### src/jset_pkg.sv
// Shared types, constants and register codes for the Julia set escape-time unit.
package jset_pkg;

	// Grid, fixed-point and counter sizing
	localparam int GRID_SIZE  = 512;
	localparam int FRAC_BITS  = 28;
	localparam int COUNT_BITS = 10;
	localparam int IDX_W      = 9;
	localparam int HUE_W      = (COUNT_BITS > 9) ? COUNT_BITS : 9;
	localparam int CFG_IDX_W  = 4;

	localparam logic [HUE_W-1:0] HUE_TURN   = HUE_W'(360);
	localparam logic [HUE_W-1:0] HUE_SECTOR = HUE_W'(60);
	localparam logic [IDX_W-1:0] GRID_LAST  = IDX_W'(GRID_SIZE - 1);

	// Register reset values
	localparam logic [31:0] RST_C_REAL     = 32'hF4C5_89CE;
	localparam logic [31:0] RST_C_IMAG     = 32'hF9D6_511A;
	localparam logic [9:0]  RST_ITER_LIMIT = 10'd180;
	localparam logic [30:0] RST_ESCAPE     = 31'd536870912;
	localparam logic [31:0] RST_REAL_START = 32'hE666_6666;
	localparam logic [30:0] RST_REAL_STEP  = 31'd1677722;
	localparam logic [31:0] RST_IMAG_START = 32'hECCC_CCCD;
	localparam logic [30:0] RST_IMAG_STEP  = 31'd1258291;

	// Configuration register indexes
	typedef enum logic [CFG_IDX_W-1:0] {
		CFG_C_REAL,
		CFG_C_IMAG,
		CFG_ITER_LIMIT,
		CFG_ESCAPE_LIMIT,
		CFG_REAL_START,
		CFG_REAL_STEP,
		CFG_IMAG_START,
		CFG_IMAG_STEP
	} jset_cfg_idx_t;

	// Sequencer states
	typedef enum logic [2:0] {
		ST_IDLE,
		ST_MAP,
		ST_START,
		ST_SQUARE,
		ST_TEST,
		ST_HUE,
		ST_FIN
	} jset_state_t;

	// Hue sectors of sixty degrees each
	typedef enum logic [2:0] {
		SEC_RED,
		SEC_YELLOW,
		SEC_GREEN,
		SEC_CYAN,
		SEC_BLUE,
		SEC_MAGENTA
	} jset_sector_t;

	typedef struct packed {
		logic [IDX_W-1:0] column_index;
		logic [IDX_W-1:0] row_index;
	} jset_req_t;

	typedef struct packed {
		logic [7:0] red;
		logic [7:0] green;
		logic [7:0] blue;
		logic [9:0] iteration_count;
		logic       bounded;
	} jset_rsp_t;

	typedef struct packed {
		logic [7:0] red;
		logic [7:0] green;
		logic [7:0] blue;
	} jset_rgb_t;

	typedef struct packed {
		logic signed [31:0] c_real;
		logic signed [31:0] c_imag;
		logic [9:0]         iteration_limit;
		logic [30:0]        escape_limit;
		logic signed [31:0] real_start;
		logic [30:0]        real_step;
		logic signed [31:0] imag_start;
		logic [30:0]        imag_step;
	} jset_cfg_t;

	typedef struct packed {
		logic signed [31:0] a0;
		logic signed [31:0] b0;
		logic signed [31:0] a1;
		logic signed [31:0] b1;
		logic signed [31:0] a2;
		logic signed [31:0] b2;
	} jset_mul_ops_t;

	typedef struct packed {
		logic signed [63:0] p0;
		logic signed [63:0] p1;
		logic signed [63:0] p2;
	} jset_mul_prod_t;

endpackage

### src/jset_cfg.sv
// Configuration register file with reset defaults and index decode.
module jset_cfg (
	input  logic                           clk,
	input  logic                           arst_n,
	input  logic                           cfg_valid,
	input  logic [jset_pkg::CFG_IDX_W-1:0] cfg_index,
	input  logic [31:0]                    cfg_data,
	output jset_pkg::jset_cfg_t            cfg
);

	jset_pkg::jset_cfg_t cfg_q;

	// Load defaults on reset, write one register per transaction
	always_ff @(posedge clk or negedge arst_n) begin
		if (!arst_n) begin
			cfg_q.c_real          <= jset_pkg::RST_C_REAL;
			cfg_q.c_imag          <= jset_pkg::RST_C_IMAG;
			cfg_q.iteration_limit <= jset_pkg::RST_ITER_LIMIT;
			cfg_q.escape_limit    <= jset_pkg::RST_ESCAPE;
			cfg_q.real_start      <= jset_pkg::RST_REAL_START;
			cfg_q.real_step       <= jset_pkg::RST_REAL_STEP;
			cfg_q.imag_start      <= jset_pkg::RST_IMAG_START;
			cfg_q.imag_step       <= jset_pkg::RST_IMAG_STEP;
		end else if (cfg_valid) begin
			unique case (cfg_index)
				jset_pkg::CFG_C_REAL:       cfg_q.c_real          <= cfg_data;
				jset_pkg::CFG_C_IMAG:       cfg_q.c_imag          <= cfg_data;
				jset_pkg::CFG_ITER_LIMIT:   cfg_q.iteration_limit <= cfg_data[9:0];
				jset_pkg::CFG_ESCAPE_LIMIT: cfg_q.escape_limit    <= cfg_data[30:0];
				jset_pkg::CFG_REAL_START:   cfg_q.real_start      <= cfg_data;
				jset_pkg::CFG_REAL_STEP:    cfg_q.real_step       <= cfg_data[30:0];
				jset_pkg::CFG_IMAG_START:   cfg_q.imag_start      <= cfg_data;
				jset_pkg::CFG_IMAG_STEP:    cfg_q.imag_step       <= cfg_data[30:0];
				default: ;
			endcase
		end
	end

	assign cfg = cfg_q;

endmodule

### config.mk
export PLATFORM = sky130hd
export DESIGN_NAME = jset_cfg
export DESIGN_NICKNAME = d
export VERILOG_FILES = /design/src/jset_pkg.sv /design/src/jset_cfg.sv
export SDC_FILE = /design/constraint.sdc
export NUM_CORES = 1
export LEC_CHECK = 0
export ABC_AREA = 0
export ABC_CLOCK_PERIOD_IN_PS = 1050
export BUFFER_PORTS_ARGS = -buffer_cell sky130_fd_sc_hd__clkbuf_2
export CORE_UTILIZATION = 30
export CTS_BUF_LIST = sky130_fd_sc_hd__clkbuf_4 sky130_fd_sc_hd__clkbuf_8 sky130_fd_sc_hd__clkbuf_16
export DETAILED_ROUTE_END_ITERATION = 12
export GPL_ROUTABILITY_DRIVEN = 1
export PLACE_DENSITY = 0.49
export SYNTH_ARGS = -nofsm -noshare
export SYNTH_HDL_FRONTEND = slang
export SYNTH_SLANG_ARGS = --single-unit
### constraint.sdc
create_clock -name clk -period 1.05 [get_ports clk]
set_input_delay 0.0525 -clock clk [delete_from_list [all_inputs] [get_ports clk]]
set_output_delay 0.0525 -clock clk [all_outputs]
set_load 0.01 [all_outputs]
==> summary.md <==
The run finished, with violations left. The final reports fail on setup timing. The sum of routed wire segments on met1 came out at 10.1 mm. The dominant delay contributor by cell family on the critical path was flip-flops. Setup violations remaining at the end of the flow were counted as 231. The portion of synthesized cell area occupied by the leading cell type works out to 38.6%. The final-report max-slew violation count came out at 0. The number of cells after detailed placement came out at 1157. Cell with the largest stage delay on the worst path: dfstp_2.

The maximum vdd ir drop is 0.00106 V, and the final hold violation count is 0. The filler cells instantiated in the layout total 2535. The leakage power summed over all cells is 6.19 nW, and the slew at the pin closest to its max-slew limit is 371 ps.

CTS placed an instance of clkbuf_16 at the clock tree root. The netlist uses 15 different library cells. The run gives 0.809 GHz as the highest clock frequency the design can meet. Detailed placement finished with a half-perimeter wire length of 16.3 mm. For the worst-case clock skew, the log shows 0 ps. STA classifies the critical path startpoint as a flop.

TritonCTS built the clock tree. The routed design has 23.8 mm of wire. Of the total power, registers draw 43.3%.

For this configuration, the core starts out at a cell density of 30.5%. From left edge to right edge, the die measures 173 um. The net count reported at finish came out at 916. In the final layout, the share of cells above drive strength 1 is 77.3%. The worst pin sits at a relative slew slack of 75.3%. The final antenna-violating net count came out at 0.

Dividing the detail-routed wire length by the instance count gives 18.6 um. Traced cell by cell, the critical path runs through buf_6. The largest driver fanout on the critical path was 2; the total number of vias was 5699.

For the worst setup path, the data required time is 1000 ps. The highest layer touched by signal routing is met4. In this run the cell area of the synthesized design comes to 0.00875 sq mm. The data arrival time at the worst-slack endpoint is 1180 ps. By area the synthesized netlist is led by dfrtp_1, dfstp_2, mux2_2. After technology mapping, the gate count stands at 499. The critical setup path kind was reg2out. The number of buffer and inverter stages on the critical path was 1.

The clock buffer count from CTS was 27; the number of violations reported at the end of detailed-routing iteration 0 was 174. The count of input and output buffers was 269. The total overflow reported by the global router was 0; the total internal power was 22.2 mW. The count of inserted antenna diode cells was 0; the share of total power in combinational logic was 27.2%.

For this run, design rule violations remaining after detail routing come to 0. The run gives 0 as the initial antenna violation count. The average vias per placed instance was 4.45; the clock sink count was 231. Sequential elements use 67.4% of the synthesized area. The final setup slack of the worst path was -187 ps; the layout overhead on the synthesized area was 52.7%.

The max-cap violation count is 0. For the total routing resource utilization after global routing, the log shows 16.0%. The register with the most flip-flops in the layout has 231 of them. Setup repair after global routing could not meet its margin everywhere. The H-tree depth reported by CTS is 1, and the die footprint is 0.0299 sq mm.

The run gives 0.0287 sq mm as the floorplan core area. The tools report the boundary pin count as 270. The worst hold-check slack is 30.0 ps, and the CTS clock-pin slew for the worst setup and hold paths is 60 ps. Synthesized netlist net count: 538. The die is 173 um tall. The tools report the via count of the first global-routing pass as 6208. For this run, the detailed router's first-pass iteration total came to 4. The part of the cycle the worst path needs was 118%. For the number of placement rows, the log shows 62. Fraction of power consumed by the clock network: 29.5%. For this design the total switching power over the nets is 8.02 mW. Cell type with the highest aggregate area in the netlist: dfrtp_1. The worst path needs 1240 ps of the cycle, external delays included. Counting flops and latches in the post-synthesis netlist gives 231. The tightest min-delay check is of the in2async type. The net switching fraction of the power is 26.5%. The first global-routing pass estimated 37.4 mm of wire. The endpoint class of the critical path was a primary output. The total power density per cell area was 2260 mW/mm^2; the synthesized area per cell was 17.5 sq um.

Once layout is complete, the cells apart from fillers number 1281. Entering global routing, the biggest net connects 43 pins. For this run, the slowest stage of the critical path takes 570 ps. Wire segments on met2 add up to 11.4 mm in the final route.

The clock passes through at most 3 buffers. Detailed routing placed a total of 1.78 mm of wire on met3. During synthesis, Yosys emitted a total of 0 warnings. The congestion estimate from routability-driven global placement came to 0.733.

At the later pin of the worst-skew pair, clock insertion delay measures 520 ps.
-- metal layers --
| layer | vias to the layer above | GRT usage (%) |
|---|---|---|
| met2 | 192 | 26.2 |
| met5 | - | 0 |
| met3 | 28 | 4.53 |
| met1 | 2952 | 20.9 |
| li1 | 2527 | - |
| met4 | 0 | 3.47 |
-- cell usage after synthesis --
| master | count |
|---|---|
| and3_1 | 1 |
| buf_2 | 17 |
| buf_4 | 3 |
| buf_6 | 3 |
| clkbuf_1 | 2 |
| dfrtp_1 | 135 |
| dfstp_2 | 96 |
| mux2_1 | 33 |
| mux2_2 | 198 |
| nand2_1 | 2 |
| nand3b_1 | 2 |
| nand3b_4 | 1 |
| nor2_1 | 2 |
| nor3b_2 | 3 |
| or3_1 | 1 |
-- stage by stage --
stage	setup WS (ps)	util [%]	TNS, ps	total power [mW]	cell area [sq um]
floorplan	-168	-	-12290	15.8	8940
global placement	-421	38.2	-76450	19.0	11000
detailed placement	-462	38.2	-79980	19.1	11000
CTS	-238	43.8	-27710	29.1	12600
global route	-226	46.5	-28790	31.8	13400
finish	-187	46.5	-18490	30.3	13400
-- final cells by class --
type / count / area [sq um] / area share (%)
clock buffer: 44 / 810 / 6.06
timing repair buffer: 374 / 3270 / 24.5
multi-input combinational: 243 / 2850 / 21.3
tap: 384 / 480 / 3.60
clock inverter: 5 / 53.8 / 0.403
sequential: 231 / 5900 / 44.2
-- power by group through the flow --
| stage | Combinational (mW) | Sequential, mW | Clock, mW |
|---|---|---|---|
| floorplan | 2.02 | 13.8 | 0 |
| global placement | 6.11 | 12.8 | 0 |
| detailed placement | 6.19 | 12.9 | 0 |
| CTS | 7.01 | 12.8 | 9.24 |
| global route | 8.75 | 13.4 | 9.60 |
| finish | 8.23 | 13.1 | 8.93 |
-- cell usage in the layout, fill, tap and decap left out, drive strengths merged --
cell type	instances
clkinv	3
dfstp	96
dlygate4sd3	33
inv	1
or3	1
nand3b	3
bufinv	1
dfrtp	135
clkbuf	181
mux2	231
and3	1
nor3b	3
buf	204
nand2	2
nor2	2
-- worst paths after layout --
kind                       slack [ps]       end         start  cells after the start
max                              -190  cfg[115]      cfg[115]                      1
min                                30  cfg[203]        arst_n                      2
max reg2reg                        40  cfg[129]      cfg[129]                      3
min reg2reg                       490  cfg[121]      cfg[121]                      1
max in group asynchronous         390  cfg[112]        arst_n                      3
min in group clk                  140   cfg[98]  cfg_index[0]                      4
-- logic make-up after synthesis --
group         share of synthesized area (%)
buf+inv                                1.70
flops                                  67.4
mux                                    29.7
simple gates                           1.14
-- what timing repair did --
action,CTS,global route
buffers inserted,25,17
hold buffers,33,0
setup endpoints to repair,231,231
hold endpoints to repair,426,0
resized for setup,28,242
No activity file was read; power rests on OpenSTA's default activity.
