**src/jset_pkg.sv**
```systemverilog
// Shared types, constants and register codes for the Julia set escape-time unit.
package jset_pkg;

	// Grid, fixed-point and counter sizing
	localparam int GRID_SIZE  = 512;
	localparam int FRAC_BITS  = 28;
	localparam int COUNT_BITS = 10;
	localparam int IDX_W      = 9;
	localparam int HUE_W      = (COUNT_BITS > 9) ? COUNT_BITS : 9;
	localparam int CFG_IDX_W  = 4;

	localparam logic [HUE_W-1:0] HUE_TURN   = HUE_W'(360);
	localparam logic [HUE_W-1:0] HUE_SECTOR = HUE_W'(60);
	localparam logic [IDX_W-1:0] GRID_LAST  = IDX_W'(GRID_SIZE - 1);

	// Register reset values
	localparam logic [31:0] RST_C_REAL     = 32'hF4C5_89CE;
	localparam logic [31:0] RST_C_IMAG     = 32'hF9D6_511A;
	localparam logic [9:0]  RST_ITER_LIMIT = 10'd180;
	localparam logic [30:0] RST_ESCAPE     = 31'd536870912;
	localparam logic [31:0] RST_REAL_START = 32'hE666_6666;
	localparam logic [30:0] RST_REAL_STEP  = 31'd1677722;
	localparam logic [31:0] RST_IMAG_START = 32'hECCC_CCCD;
	localparam logic [30:0] RST_IMAG_STEP  = 31'd1258291;

	// Configuration register indexes
	typedef enum logic [CFG_IDX_W-1:0] {
		CFG_C_REAL,
		CFG_C_IMAG,
		CFG_ITER_LIMIT,
		CFG_ESCAPE_LIMIT,
		CFG_REAL_START,
		CFG_REAL_STEP,
		CFG_IMAG_START,
		CFG_IMAG_STEP
	} jset_cfg_idx_t;

	// Sequencer states
	typedef enum logic [2:0] {
		ST_IDLE,
		ST_MAP,
		ST_START,
		ST_SQUARE,
		ST_TEST,
		ST_HUE,
		ST_FIN
	} jset_state_t;

	// Hue sectors of sixty degrees each
	typedef enum logic [2:0] {
		SEC_RED,
		SEC_YELLOW,
		SEC_GREEN,
		SEC_CYAN,
		SEC_BLUE,
		SEC_MAGENTA
	} jset_sector_t;

	typedef struct packed {
		logic [IDX_W-1:0] column_index;
		logic [IDX_W-1:0] row_index;
	} jset_req_t;

	typedef struct packed {
		logic [7:0] red;
		logic [7:0] green;
		logic [7:0] blue;
		logic [9:0] iteration_count;
		logic       bounded;
	} jset_rsp_t;

	typedef struct packed {
		logic [7:0] red;
		logic [7:0] green;
		logic [7:0] blue;
	} jset_rgb_t;

	typedef struct packed {
		logic signed [31:0] c_real;
		logic signed [31:0] c_imag;
		logic [9:0]         iteration_limit;
		logic [30:0]        escape_limit;
		logic signed [31:0] real_start;
		logic [30:0]        real_step;
		logic signed [31:0] imag_start;
		logic [30:0]        imag_step;
	} jset_cfg_t;

	typedef struct packed {
		logic signed [31:0] a0;
		logic signed [31:0] b0;
		logic signed [31:0] a1;
		logic signed [31:0] b1;
		logic signed [31:0] a2;
		logic signed [31:0] b2;
	} jset_mul_ops_t;

	typedef struct packed {
		logic signed [63:0] p0;
		logic signed [63:0] p1;
		logic signed [63:0] p2;
	} jset_mul_prod_t;

endpackage

```
**src/jset_hue.sv**
```systemverilog
// Hue to RGB colouring at full saturation and value for one sector.
module jset_hue (
	input  jset_pkg::jset_sector_t sector,
	input  logic [5:0]             frac,
	output jset_pkg::jset_rgb_t    rgb
);

	logic [5:0] fall_in;
	logic [9:0] rise_prod;
	logic [9:0] fall_prod;
	logic [7:0] rise;
	logic [7:0] fall;

	// 255/60 equals 17/4, so each ramp is a small multiply and a shift
	assign fall_in   = 6'd60 - frac;
	assign rise_prod = {4'b0, frac} * 10'd17;
	assign fall_prod = {4'b0, fall_in} * 10'd17;
	assign rise      = rise_prod[9:2];
	assign fall      = fall_prod[9:2];

	// Pick the channel pattern for the sector
	always_comb begin
		unique case (sector)
			jset_pkg::SEC_RED:    rgb = '{red: 8'd255, green: rise,   blue: 8'd0};
			jset_pkg::SEC_YELLOW: rgb = '{red: fall,   green: 8'd255, blue: 8'd0};
			jset_pkg::SEC_GREEN:  rgb = '{red: 8'd0,   green: 8'd255, blue: rise};
			jset_pkg::SEC_CYAN:   rgb = '{red: 8'd0,   green: fall,   blue: 8'd255};
			jset_pkg::SEC_BLUE:   rgb = '{red: rise,   green: 8'd0,   blue: 8'd255};
			default:              rgb = '{red: 8'd255, green: 8'd0,   blue: fall};
		endcase
	end

endmodule

```
**config.mk**
```make
export PLATFORM = sky130hd
export DESIGN_NAME = jset_hue
export DESIGN_NICKNAME = d
export VERILOG_FILES = /design/src/jset_pkg.sv /design/src/jset_hue.sv
export SDC_FILE = /design/constraint.sdc
export NUM_CORES = 1
export LEC_CHECK = 0
export ABC_AREA = 1
export BUFFER_PORTS_ARGS = -buffer_cell sky130_fd_sc_hd__buf_2
export CAP_MARGIN = 25
export CORE_ASPECT_RATIO = 1.1
export CORE_MARGIN = 2
export CORE_UTILIZATION = 30
export DETAILED_ROUTE_END_ITERATION = 12
export PLACE_DENSITY = 0.62
export SYNTH_ARGS = -nofsm -noshare
export SYNTH_HDL_FRONTEND = slang
export SYNTH_SLANG_ARGS = --single-unit
```
**constraint.sdc**
```tcl
create_clock -name vclk -period 2.8
set_clock_uncertainty 0.15 [all_clocks]
set_input_delay 0.28 -clock vclk [all_inputs]
set_output_delay 0.28 -clock vclk [all_outputs]
set_load 0.005 [all_outputs]
```
==> impl_results.md, run 1 <==
* Die footprint at 3287 sq um
* Hold depth at 4
* Area Overhead vs Synth at 31.08%
* Final WL at 2.830 mm
* Syn Nets at 158
* Inserted Diodes at 0
* Worst setup path class: input pin to output port
* Antenna-violating nets left at 0
* Initial antenna violation count at 0
* Core Rows at 20
* Worst slew pin tran at 362.9 ps
* Layout Cells excl Fill at 207
* Synthesis warning total at 0
* Starting Density at 0.3128
* 1st-pass router iterations at 4
* Port-buffer cells at 33
* Storage element area at 0 sq um
* Status: finished clean
* Crit path time final at 2652 ps
* Seq_cells at 0
* Grt total ovfl at 0
* Hold Slack at 862.0 ps
* Avg Synthesized Cell Area at 6.183 sq um
* Overall routing resource usage at 0.1885
* Max-slew violation total from the final report at 0
* Vias per inst at 5.314
* Synth unique cells at 23
* Crit path setup slack, layout at 147.6 ps
* Arrival @ worst endpoint at 2220 ps
* Wirelength per Cell at 13.67 um
* Pre-CTS setup slack at 6.856 ps
* Pleak at 0.0006346 uW
* CP startpoint: frac[1]
* Dpl cells at 205
* Final setup TNS at 0 ps
* DRT iter0 DRCs at 17
* Dpl hpwl at 2.388 mm
* Layout filler cell count at 294
* Post-synthesis instance total at 138
* Mapped Area at 853.3 sq um
* Hold Crit Start: sector[2]
* Fraction of layout cells with a size suffix above 1 at 0.4195
* Setup violators final at 0
* Worst slew margin at 0.7572
* Fin nets at 196
* Largest net degree at the start of global routing at 11
* DRC violations left at 0
* CP Data Required Time at 2370 ps
* Hold_buf cts at 0
* Max-cap check violation count at 0
* GPL Wtd Cong at 0.8650
* Post-synthesis sequential area ratio at 0
* Die Ht at 59.94 um
* Clock buffers at 0
* Number of global-route vias before repair at 989
* RSZ-0062 raised after global routing: false
* Peak VDD IR at 112.1 uV
* # IOs at 33
* Core ar. at 2728 sq um
* PwrDens at 217.9 nW/um^2
* Vias at 1100
* Crit path max fanout at 3
* Fmax at 0.3770 GHz
* CP endpoint kind: output port
* Final Cycle Share at 0.9473
* Die width at 54.85 um
* Final Hold Vio Count at 0
* Critical Path Source Type: input pin
* Hold Crit Class: input pin to output port
* First-pass GRT wire length at 4.712 mm
## routing by layer
metal  vias to the layer above  global-route usage  part of all wire
met2                        32              0.3452              0.53
met1                       522              0.2417              0.42
met3                         4            0.002500             0.031
li1                        542                   -                 -
met5                         -                   0                 0
met4                         0             0.03571             0.016
## logic make-up after synthesis
logic type / count (synthesis) / share of synthesized area
simple gates: 62 / 0.3915
buf+inv: 37 / 0.1774
compound gates: 25 / 0.2214
fa+ha+maj: 11 / 0.1789
xor+xnor: 3 / 0.03080
## synth_stat cells
library cell	n	area (sq um)
buf_4	2	15.01
o21ai_2	1	8.760
o221ai_1	15	131.4
o21ai_1	5	25.02
inv_1	23	86.33
nor2_4	1	11.26
xor2_1	1	8.760
nand2_1	26	97.59
ha_1	9	112.6
o21ai_0	1	5.000
inv_4	2	12.51
a21oi_2	1	8.760
nor2_2	1	6.260
nand2_2	1	6.260
nand2_4	6	67.56
nor2_1	5	18.77
xnor2_1	2	17.52
inv_2	10	37.54
nand4_1	1	6.260
fa_1	2	40.04
nand3_1	20	100.1
a21oi_1	2	10.01
nor2_8	1	20.02
## critical path: stages
cell and delay (ps):
buf_2 110, inv_2 60, ha_4 160, o21ai_2 120
nand2_2 80, inv_2 70, ha_2 170, ha_2 180
inv_1 50, fa_2 330, inv_1 80, nand3_1 90
nor2_1 90, nand2_1 90, nand3_1 100, nand2_1 50
buf_2 120
## through the flow
stage | power [uW] | instance area (sq um) | utilization
2_1_floorplan | 142.9 | 853.3 | -
3_3_place_gp | 226.5 | 1067 | 0.3913
3_5_place_dp | 231.4 | 1067 | 0.3913
4_1_cts | 234.2 | 1075 | 0.3940
5_1_grt | 269.3 | 1119 | 0.4101
6_report | 243.7 | 1119 | 0.4101
## what timing repair did
item                       4_1_cts  5_1_grt
cloned                           0        0
buffers inserted                 1        1
gates resized for setup          0       14
pin swaps                        1        3
hold endpoints to repair         0        0
setup endpoints to repair        1        9
## final timing paths
path,to,slack (ps)
worst min-delay path,rgb[5],860
worst max-delay path,rgb[15],150
## layout by cell type, fill, tap and decap left out, drive strengths merged
cell type   n
a21oi       3
buf        36
clkbuf      2
fa          2
ha          9
inv        35
nand2      33
nand3      20
nand4       1
nor2        8
o21ai       7
o221ai     15
xnor2       2
xor2        1
## area by class of cell
class                           count  area, sq um  share of cell area
Timing Repair Buffer               38        207.7              0.1857
Inverter                           35        136.4              0.1219
Multi-Input combinational cell    101        733.2              0.6555
Tap cell                           33        41.29             0.03691
## power breakdown
part	internal [uW]	leakage, uW	total (uW)	switching [uW]
clock	0	0	0	0
combinational	101	0.000635	244	143
sequential	0	0	0	0
(Power assumes the default switching activity.)
==> run 2, diff against run 1 <==
- CAP_MARGIN: 25 -> unset
- CORE_UTILIZATION: 30 -> 53
- PLACE_DENSITY: 0.62 -> 0.94
- RECOVER_POWER: unset -> 100
==> run 2 against run 1 <==
  * Sequential share of layout area is the same
  * Power is 5.2% higher
  * Non-clock buffer count is the same
  * Largest power group unchanged
==> impl_results.md, run 2 (synthesized netlist as in run 1, its figures left out) <==
* First-pass GRT wire length at 4.360 mm
* Starting Density at 0.5545
* Cell mode on critical path: nand2_2
* Tot Pwr at 256.3 uW
* Commonest non-fill, non-tap cell in the layout: nand2_1
* Inserted Diodes at 0
* Clock buffers at 0
* Port-buffer cells at 33
* Final WL at 2.878 mm
* Met1 usage at 0.3513
* Layout filler cell count at 126
* Wirelength per Cell at 15.07 um
* Dpl cell area at 1040 sq um
* Hold Crit Class: input pin to output port
* Critical Path Source Type: input pin
* Met2 Usage GRT at 0.5754
* Die width at 42.26 um
* GPL Wtd Cong at 0.9602
* Number of global-route vias before repair at 1043
* Die Ht at 46.09 um
* Largest net degree at the start of global routing at 11
* Storage element area at 0 sq um
* Seq_cells at 0
* Crit path time final at 2659 ps
* Area Overhead vs Synth at 31.53%
* Global routing's busiest layer: met2
* Max stage delay on crit path at 340 ps
* Worst setup path class: input pin to output port
* Fraction of layout cells with a size suffix above 1 at 0.3678
* Worst slew margin at 0.7334
* Dpl hpwl at 2.214 mm
* Critical path's top delay family: simple AND/OR/NAND/NOR gates
* Core ar. at 1539 sq um
* # IOs at 33
* Die footprint at 1947 sq um
* Initial antenna violation count at 0
* Pleak at 0.0006053 uW
* CP startpoint: frac[0]
* Fin nets at 196
* CP endpoint kind: output port
* Max-cap check violation count at 0
* Status: finished clean
* Bufs and invs on worst path at 5
* 1st-pass router iterations at 4
* DRT iter0 DRCs at 65
* CP Data Required Time at 2370 ps
* Slowest-stage cell, CP: fa_2
* Area of the multi-input gates at 767.0 sq um
* Overall routing resource usage at 0.2845
* Hold_buf cts at 0
* Final Cycle Share at 0.9497
* Hold Crit Start: sector[2]
* Worst-path cell chain: buf_4 -> inv_2 -> nand2_2 -> nand3_1 -> nand2_1 -> nand2_2 -> ha_4 -> ha_4 -> inv_1 -> fa_2 -> inv_2 -> nand3_2 -> nor2_2 -> nand2_2 -> nand3_1 -> nand2_1 -> buf_2
* Fmax at 0.3761 GHz
* Setup violators final at 0
* PwrDens at 228.4 nW/um^2
* Max-slew violation total from the final report at 0
* GRT met3 Usage at 0
* Vias per inst at 5.838
* DRC violations left at 0
* Grt total ovfl at 0
* Core Rows at 15
* Crit path max fanout at 4
* Most frequent cells in the layout: 24 x nand2_1, 19 x inv_1, 19 x nand3_1
* Worst slew pin tran at 397.1 ps
* Final Hold Vio Count at 0
* Final instance area at 1122 sq um
* Peak VDD IR at 129.4 uV
* Antenna-violating nets left at 0
* Vias at 1115
* Arrival @ worst endpoint at 2230 ps
==> run 2: metrics by stage <==
step / worst slack [ps] / instances / hold WS, ps / utilization / TNS (ps)
final: 140.8 / 191 / 862.0 / 0.7293 / 0
after detailed placement: -32.94 / 188 / 856.6 / 0.6756 / -84.90
after global routing: -0.9051 / 191 / 891.6 / 0.7293 / -0.9051
after global placement: 105.1 / 188 / 846.8 / 0.6756 / 0
after CTS: 14.36 / 189 / 857.0 / 0.6854 / 0
after floorplan: 384.9 / 138 / 560.7 / - / 0
==> run 2: timing repair <==
item	CTS	global route
setup buffers	1	2
gates resized for setup	3	18
pin swaps	1	8
hold endpoints to repair	0	0
setup endpoints to repair	3	9
==> run 2: worst min-delay path, cell delays in order <==
cell	delay [ps]
buf_2	130
nand2_4	120
o21ai_1	80
buf_2	120
==> run 2: final cells by class <==
class,count,share of cell area
inverters,35,0.1215
multi-input cells,101,0.6834
well taps,17,0.01895
repair buffers,38,0.1761
==> run 2: final timing paths <==
path / end / slack, ps / depth (start not counted)
max: rgb[23] / 140 / 17
min: rgb[5] / 860 / 4
==> run 2: report_power, final <==
part	internal, uW	switching [uW]	leakage (uW)
sequential	0	0	0
clock	0	0	0
combinational	105	152	0.000605
total	105	152	0.000605
==> run 2: per-layer routing <==
layer	up-vias	routed length (um)
met5	-	0
met4	0	15
met3	2	135
met2	49	1576
met1	525	1151
li1	539	-
